File: config.mk
export PLATFORM = sky130hd
export DESIGN_NAME = tnae_classify
export DESIGN_NICKNAME = d
export VERILOG_FILES = /design/src/sv/tnae_pkg.sv /design/src/sv/tnae_classify.sv
export SDC_FILE = /design/constraint.sdc
export NUM_CORES = 1
export LEC_CHECK = 0
export ABC_AREA = 1
export BUFFER_PORTS_ARGS = -buffer_cell sky130_fd_sc_hd__buf_2
export CORE_AREA = 2 2 39 41
export DETAILED_ROUTE_END_ITERATION = 16
export DIE_AREA = 0 0 41 43
export PLACE_DENSITY = 0.75
export SLEW_MARGIN = 20
export SYNTH_ARGS = -nofsm -noshare
export SYNTH_HDL_FRONTEND = slang
export SYNTH_SLANG_ARGS = --single-unit
File: constraint.sdc
create_clock -name vclk -period 0.93
set_input_delay 0.1395 -clock vclk [all_inputs]
set_output_delay 0.1395 -clock vclk [all_outputs]
set_load 0.01 [all_outputs]
File: src/sv/tnae_pkg.sv
// Package for the tile neighbor autotile encoder.
// Holds sizes, kind and class codes, the result struct and the microcode ROM.
// No dependencies.
package tnae_pkg;

  localparam int MAX_MAP_WIDTH  = 128;
  localparam int MAX_MAP_HEIGHT = 128;
  localparam int ROW_W     = $clog2(MAX_MAP_HEIGHT);
  localparam int COL_W     = $clog2(MAX_MAP_WIDTH);
  localparam int MAP_AW    = ROW_W + COL_W;
  localparam int MAP_DEPTH = MAX_MAP_WIDTH * MAX_MAP_HEIGHT;
  localparam int SIZE_W    = 8;
  localparam int KIND_W    = 3;
  localparam int CLASS_W   = 3;

  localparam logic [SIZE_W-1:0] WIDTH_RESET  = 8'd98;
  localparam logic [SIZE_W-1:0] HEIGHT_RESET = 8'd66;
  localparam logic [SIZE_W-1:0] SIZE_MIN     = 8'd3;
  localparam logic [SIZE_W-1:0] WIDTH_MAX    = SIZE_W'(MAX_MAP_WIDTH);
  localparam logic [SIZE_W-1:0] HEIGHT_MAX   = SIZE_W'(MAX_MAP_HEIGHT);

  // Configuration register indexes.
  localparam logic REG_MAP_WIDTH  = 1'b0;
  localparam logic REG_MAP_HEIGHT = 1'b1;

  // Commands carried on tuser.
  localparam logic CMD_WRITE  = 1'b0;
  localparam logic CMD_ENCODE = 1'b1;

  localparam logic [KIND_W-1:0] KIND_GRASS = 3'd0;
  localparam logic [KIND_W-1:0] KIND_TREE  = 3'd1;
  localparam logic [KIND_W-1:0] KIND_WALL  = 3'd3;
  localparam logic [KIND_W-1:0] KIND_ROCK  = 3'd5;
  localparam logic [KIND_W-1:0] KIND_WATER = 3'd6;

  localparam logic [CLASS_W-1:0] CLASS_BORDER = 3'd0;
  localparam logic [CLASS_W-1:0] CLASS_WATER  = 3'd1;
  localparam logic [CLASS_W-1:0] CLASS_ROCK   = 3'd2;
  localparam logic [CLASS_W-1:0] CLASS_TREE   = 3'd3;
  localparam logic [CLASS_W-1:0] CLASS_WALL   = 3'd4;
  localparam logic [CLASS_W-1:0] CLASS_GRASS  = 3'd5;
  localparam logic [CLASS_W-1:0] CLASS_DIRT   = 3'd6;
  localparam logic [CLASS_W-1:0] CLASS_PLAIN  = 3'd7;

  typedef struct packed {
    logic               top_valid;
    logic [5:0]         top_mask;
    logic [7:0]         neighbor_mask;
    logic [CLASS_W-1:0] tile_class;
  } result_t;

  // Which side of the center a neighbor lies on.
  typedef struct packed {
    logic up;
    logic dn;
    logic lf;
    logic rt;
  } nb_dir_t;

  typedef enum logic [3:0] {
    ST_FETCH = 4'd0,
    ST_WRITE = 4'd1,
    ST_RD0   = 4'd2,
    ST_RD1   = 4'd3,
    ST_RD2   = 4'd4,
    ST_RD3   = 4'd5,
    ST_RD4   = 4'd6,
    ST_RD5   = 4'd7,
    ST_RD6   = 4'd8,
    ST_RD7   = 4'd9,
    ST_ACC   = 4'd10,
    ST_DEC   = 4'd11
  } step_t;

  typedef enum logic [1:0] {
    JMP_NEXT     = 2'd0,
    JMP_DISPATCH = 2'd1,
    JMP_FETCH    = 2'd2,
    JMP_WAIT_OUT = 2'd3
  } jmp_t;

  typedef struct packed {
    logic       fetch;
    logic       rd;
    logic       acc;
    logic       wr;
    logic       dec;
    logic [2:0] nb;
    jmp_t       jmp;
  } ucode_t;

  // Neighbor order: bottom-right, bottom, bottom-left, right, left,
  // top-right, top, top-left. The first one read lands in the top mask bit.
  function automatic nb_dir_t nb_dir(input logic [2:0] k);
    nb_dir_t d;
    d = '0;
    case (k)
      3'd0: d = '{up: 1'b0, dn: 1'b1, lf: 1'b0, rt: 1'b1};
      3'd1: d = '{up: 1'b0, dn: 1'b1, lf: 1'b0, rt: 1'b0};
      3'd2: d = '{up: 1'b0, dn: 1'b1, lf: 1'b1, rt: 1'b0};
      3'd3: d = '{up: 1'b0, dn: 1'b0, lf: 1'b0, rt: 1'b1};
      3'd4: d = '{up: 1'b0, dn: 1'b0, lf: 1'b1, rt: 1'b0};
      3'd5: d = '{up: 1'b1, dn: 1'b0, lf: 1'b0, rt: 1'b1};
      3'd6: d = '{up: 1'b1, dn: 1'b0, lf: 1'b0, rt: 1'b0};
      3'd7: d = '{up: 1'b1, dn: 1'b0, lf: 1'b1, rt: 1'b0};
      default: d = '0;
    endcase
    return d;
  endfunction

  // Microcode ROM: one control word per step.
  function automatic ucode_t ucode(input step_t s);
    ucode_t u;
    u = '{fetch: 1'b0, rd: 1'b0, acc: 1'b0, wr: 1'b0, dec: 1'b0,
          nb: 3'd0, jmp: JMP_NEXT};
    case (s)
      ST_FETCH: begin
        u.fetch = 1'b1;
        u.jmp   = JMP_DISPATCH;
      end
      ST_WRITE: begin
        u.wr  = 1'b1;
        u.jmp = JMP_FETCH;
      end
      ST_RD0: begin
        u.rd = 1'b1;
        u.nb = 3'd0;
      end
      ST_RD1: begin
        u.rd  = 1'b1;
        u.acc = 1'b1;
        u.nb  = 3'd1;
      end
      ST_RD2: begin
        u.rd  = 1'b1;
        u.acc = 1'b1;
        u.nb  = 3'd2;
      end
      ST_RD3: begin
        u.rd  = 1'b1;
        u.acc = 1'b1;
        u.nb  = 3'd3;
      end
      ST_RD4: begin
        u.rd  = 1'b1;
        u.acc = 1'b1;
        u.nb  = 3'd4;
      end
      ST_RD5: begin
        u.rd  = 1'b1;
        u.acc = 1'b1;
        u.nb  = 3'd5;
      end
      ST_RD6: begin
        u.rd  = 1'b1;
        u.acc = 1'b1;
        u.nb  = 3'd6;
      end
      ST_RD7: begin
        u.rd  = 1'b1;
        u.acc = 1'b1;
        u.nb  = 3'd7;
      end
      ST_ACC: begin
        u.acc = 1'b1;
      end
      ST_DEC: begin
        u.dec = 1'b1;
        u.jmp = JMP_WAIT_OUT;
      end
      default: begin
        u.jmp = JMP_FETCH;
      end
    endcase
    return u;
  endfunction

  function automatic logic [SIZE_W-1:0] sat_size(input logic [SIZE_W-1:0] v,
                                                 input logic [SIZE_W-1:0] maxv);
    logic [SIZE_W-1:0] r;
    r = v;
    if (v < SIZE_MIN) r = SIZE_MIN;
    else if (v > maxv) r = maxv;
    return r;
  endfunction

endpackage

File: src/sv/tnae_classify.sv
// Result formatter for the autotile encoder: turns the gathered match and
// dirt bits into the image class and masks. Depends on tnae_pkg.
module tnae_classify (
  input  logic [tnae_pkg::KIND_W-1:0] kind,
  input  logic                        interior,
  input  logic                        up_ok,
  input  logic [7:0]                  match,
  input  logic [7:0]                  dirt,
  output tnae_pkg::result_t           result
);
  import tnae_pkg::*;

  always_comb begin
    result = '0;
    if (interior) begin
      if (kind == KIND_WATER || kind == KIND_ROCK) begin
        result.tile_class    = (kind == KIND_WATER) ? CLASS_WATER : CLASS_ROCK;
        result.neighbor_mask = match;
      end else if (kind == KIND_TREE) begin
        result.tile_class    = CLASS_TREE;
        result.neighbor_mask = {2'b00, match[7:5], match[4], 1'b1, match[3]};
        // A tree top is drawn when no tree sits directly above and the cell above is not in the top row.
        if (!match[1] && up_ok) begin
          result.top_valid = 1'b1;
          result.top_mask  = {match[4], 1'b1, match[3], match[2:0]};
        end
      end else if (kind == KIND_WALL) begin
        result.tile_class    = CLASS_WALL;
        result.neighbor_mask = {4'b0000, match[3], match[6], match[4], match[1]};
      end else if (kind == KIND_GRASS) begin
        if (dirt == 8'd0) begin
          result.tile_class = CLASS_GRASS;
        end else begin
          result.tile_class    = CLASS_DIRT;
          result.neighbor_mask = dirt;
        end
      end else begin
        result.tile_class = CLASS_PLAIN;
      end
    end
  end

endmodule

Word-level counts from Yosys, hierarchy flattened
Index checks and enable logic that the tools add are counted.
{"block": "classes", "n_eq_ne": 4, "mux": 12, "reduce_logical": 5}
{"operator": "$mux 11", "n": 3}
{"operator": "$mux 7", "n": 3}
{"operator": "$mux 18", "n": 1}
{"operator": "$mux 8", "n": 2}
{"operator": "$logic_not 8->1", "n": 1}
{"operator": "$eq 3x3->1 const B", "n": 2}
{"operator": "$mux 2", "n": 3}
{"operator": "$eq 3x1->1 const B", "n": 1}
{"operator": "$eq 3x2->1 const B", "n": 1}
{"operator": "$logic_not 3->1", "n": 1}
{"operator": "$logic_and 1x1->1", "n": 1}
{"operator": "$logic_not 1->1", "n": 1}
{"operator": "$logic_or 1x1->1", "n": 1}
{"block": "word_totals", "register_bits": 0, "elab_cells": 21}

Longest topological paths before layout
{"block": "logic_depth", "ltp_word": 7, "ltp_mapped": 6}

Least setup slack after synthesis
Ideal clock, no wire load.
{"block": "synth_path", "path_kind": "input-to-output", "from": "input kind[1] (netlist name)", "to": "output result[17] (netlist name)", "arrival_time_ns": 0.804, "required_ns": 0.791, "slack_ns": -0.013, "stages": 6, "path_cell_list": "nor2_4 -> nand2_2 -> inv_2 -> nand3_2 -> inv_1 -> buf_4"}
{"item": "start, declared", "line_no": "tnae_classify.sv:4", "source": "input logic [tnae_pkg::KIND_W-1:0] kind,"}
{"item": "end, declared", "line_no": "tnae_classify.sv:9", "source": "output tnae_pkg::result_t result"}

==> Flow_metrics.wiki <==
{| class="wikitable"
! Metric !! Value
|-
| Status || finished with violations
|-
| Failing checks || setup timing
|-
| Worst min-delay path class || in2out
|-
| First DRT Iteration DRCs || 64
|-
| Die width || between 40 and 50 um
|-
| First drt pass iteration count || 4
|-
| Worst-path maximum fanout || 5
|-
| Hold Worst Slack || 609.4 ps
|-
| Arrival time at the worst endpoint || 1130 ps
|-
| Fillers || 110
|-
| RSZ-0062 raised after global routing || yes
|-
| Buffers added on ports || 38
|-
| Highest-count cells in the layout ignoring fill and taps || sky130_fd_sc_hd__buf_2, sky130_fd_sc_hd__nor2_1, sky130_fd_sc_hd__nand2_1
|-
| Net count of the finished layout || 173
|-
| Maximum clock frequency || 786.8 MHz
|-
| Startpoint-to-endpoint class of the critical path || in2out
|-
| Top cell by count, worst path || sky130_fd_sc_hd__nand2_1
|-
| Synthesis warning total || 0
|-
| Number of sequential cells in the layout || 0
|-
| Core box area || 1384 sq um
|-
| Number of pins exceeding their max-slew limit in the final report || 0
|-
| Crit. path cell count || 8
|-
| Proportion of synthesized chip area in sequential cells || 0%
|-
| Fraction of the cycle the final worst path needs || 136.7%
|-
| Maximum Capacitance Violations || 0
|-
| Total routed wirelength || 2.430 mm
|-
| Net count after synthesis || 122
|-
| Area used by sequential logic in the layout || 0 sq um
|-
| Routability congestion estimate || 0.8473
|-
| Layout Area Growth over Synthesis || 102.9%
|-
| Clock tree buffer count of the final layout || 0
|-
| Initial core utilization || around 34%
|-
| Worst stage delay on the critical path || 190 ps
|-
| Termination of the worst setup path || result[3]
|-
| Number of antenna violations at the first check in global routing || 0
|-
| Overall routing resource usage || 20.08%
|-
| Number of buffer and inverter instances along the worst setup path || 3
|-
| Number of hold-slack violations in the final timing report || 0
|-
| Data required time at the worst endpoint || between 700 and 800 ps
|-
| Total leakage power || around 0.54 nW
|-
| Crit path max-delay cell type || sky130_fd_sc_hd__nor2_4
|-
| Via density per instance || 5.223
|-
| Site row count || 14
|-
| Overall via count from detail_route || 867
|-
| Synthesized area || around 470 sq um
|-
| Power, Total || 0.4233 mW
|-
| Die boundary height || 43 um
|-
| Mapped Avg Cell Area || 4.683 sq um
|-
| Proportion of layout cells with a drive suffix above 1 || 54.00%
|-
| Number of remaining DRC errors || 0
|-
| Congestion Overflow GR || 0
|-
| Largest net degree at the start of global routing || 11
|-
| Crit path max-delay family || buffers and inverters
|-
| Quantity of hold-fixing buffers added after cts || 0
|-
| Kind of launch point of the worst setup path || input pin
|-
| Min setup slack post-route || -341.0 ps
|-
| HPWL Detailed || 1.245 mm
|-
| Number of unique standard cell types used by synthesis || 18
|-
| Average wire length per cell after detail routing || 14.64 um
|-
| Maximum VDD drop || 0.0002105 V
|-
| Cell-by-cell trace of the critical path || buf_12 > nor2_4 > buf_6 > nand2_2 > nand2_1 > nand2_1 > a21oi_2 > buf_2
|-
| Wire length of the first global-routing pass || 2.608 mm
|-
| Number of top-level pins || 39
|-
| CP Capture Type || output pin
|-
| Synth Instances || around 100
|-
| Most common cell after layout, fill and taps aside || sky130_fd_sc_hd__buf_2
|-
| Final min period || 1271 ps
|-
| Critical path startpoint || kind[1]
|-
| Final-report setup violation count || 17
|-
| Number of global-route vias before repair || 689
|-
| Power density over the cells || 441.0 nW/um^2
|-
| Footprint of the multi-input gates || 471.7 sq um
|-
| DIE AREA || 1763 sq um
|-
| Startpoint of the most critical hold path || match[0]
|-
| Remaining antenna violation count after routing || 0
|-
| Inserted Diodes || 0
|}
## kinds of logic (layout without fill, tap and decap cells)
logic type,count (synthesis),in the layout,synth area share [%]
compound gates,6,6,7.142
other cells,1,1,0.7929
simple gates,73,74,73.55
buf+inv,21,69,18.52
## layout make-up
class / instances / area share (%)
timing repair buffer: 51 / 39.11
multi-input combinational: 81 / 49.15
inverter: 18 / 9.648
tap: 16 / 2.086
## worst min path at each step
stage | to | slack, ps | depth (start not counted)
CTS | result[11] | 600 | 4
global placement | result[11] | 600 | 4
global route | result[10] | 640 | 4
finish | result[11] | 610 | 4
detailed placement | result[11] | 600 | 4
floorplan | result[11] | 390 | 2
## repair_timing
action | in CTS | in global routing
setup buffers | 0 | 5
gates cloned | 1 | 0
setup endpoints to repair | 17 | 17
pin swaps | 15 | 16
gates resized for setup | 38 | 16
## per-stage QoR
stage | utilization (%) | setup TNS (ps) | cell area, sq um | worst slack (ps) | std cells
global route | 69.35 | -3837 | 959.7 | -430.9 | 166
detailed placement | 52.26 | -3420 | 723.2 | -243.3 | 160
floorplan | - | 0 | 473.0 | 21.96 | 101
finish | 69.35 | -2736 | 959.7 | -341.0 | 166
CTS | 63.20 | -1826 | 874.6 | -164.3 | 161
global placement | 52.26 | -3101 | 723.2 | -214.1 | 160
## power breakdown
part	switching, mW	internal, mW	total (mW)	leakage [nW]
combinational	0.235	0.188	0.423	0.541
clock	0	0	0	0
sequential	0	0	0	0
## synthesized netlist by cell type
master	count	share of area [%]
sky130_fd_sc_hd__buf_4	2	3.2
sky130_fd_sc_hd__inv_2	3	2.4
sky130_fd_sc_hd__nor2_1	26	21
sky130_fd_sc_hd__o21ai_0	3	3.2
sky130_fd_sc_hd__nand3_2	3	6.3
sky130_fd_sc_hd__nor2_4	1	2.4
sky130_fd_sc_hd__a21oi_2	1	1.9
sky130_fd_sc_hd__nand4_1	1	1.3
sky130_fd_sc_hd__nand3_1	12	13
sky130_fd_sc_hd__nand3_4	1	3.7
sky130_fd_sc_hd__nor3_2	1	2.1
sky130_fd_sc_hd__nand2_4	1	2.4
sky130_fd_sc_hd__a21oi_1	2	2.1
sky130_fd_sc_hd__nand2_2	1	1.3
sky130_fd_sc_hd__buf_2	1	1.1
sky130_fd_sc_hd__inv_1	15	12
sky130_fd_sc_hd__nand2_1	26	21
sky130_fd_sc_hd__conb_1	1	0.79
## routing by layer
layer | GRT usage [%] | part of all wire [%] | vias to the layer above
li1 | - | - | 407
met1 | 23.10 | 36 | 394
met2 | 39.38 | 53 | 54
met3 | 0 | 6.5 | 12
met4 | 1.333 | 4.4 | 0
met5 | 0 | 0 | -
No activity file was read; power rests on OpenSTA's default activity.
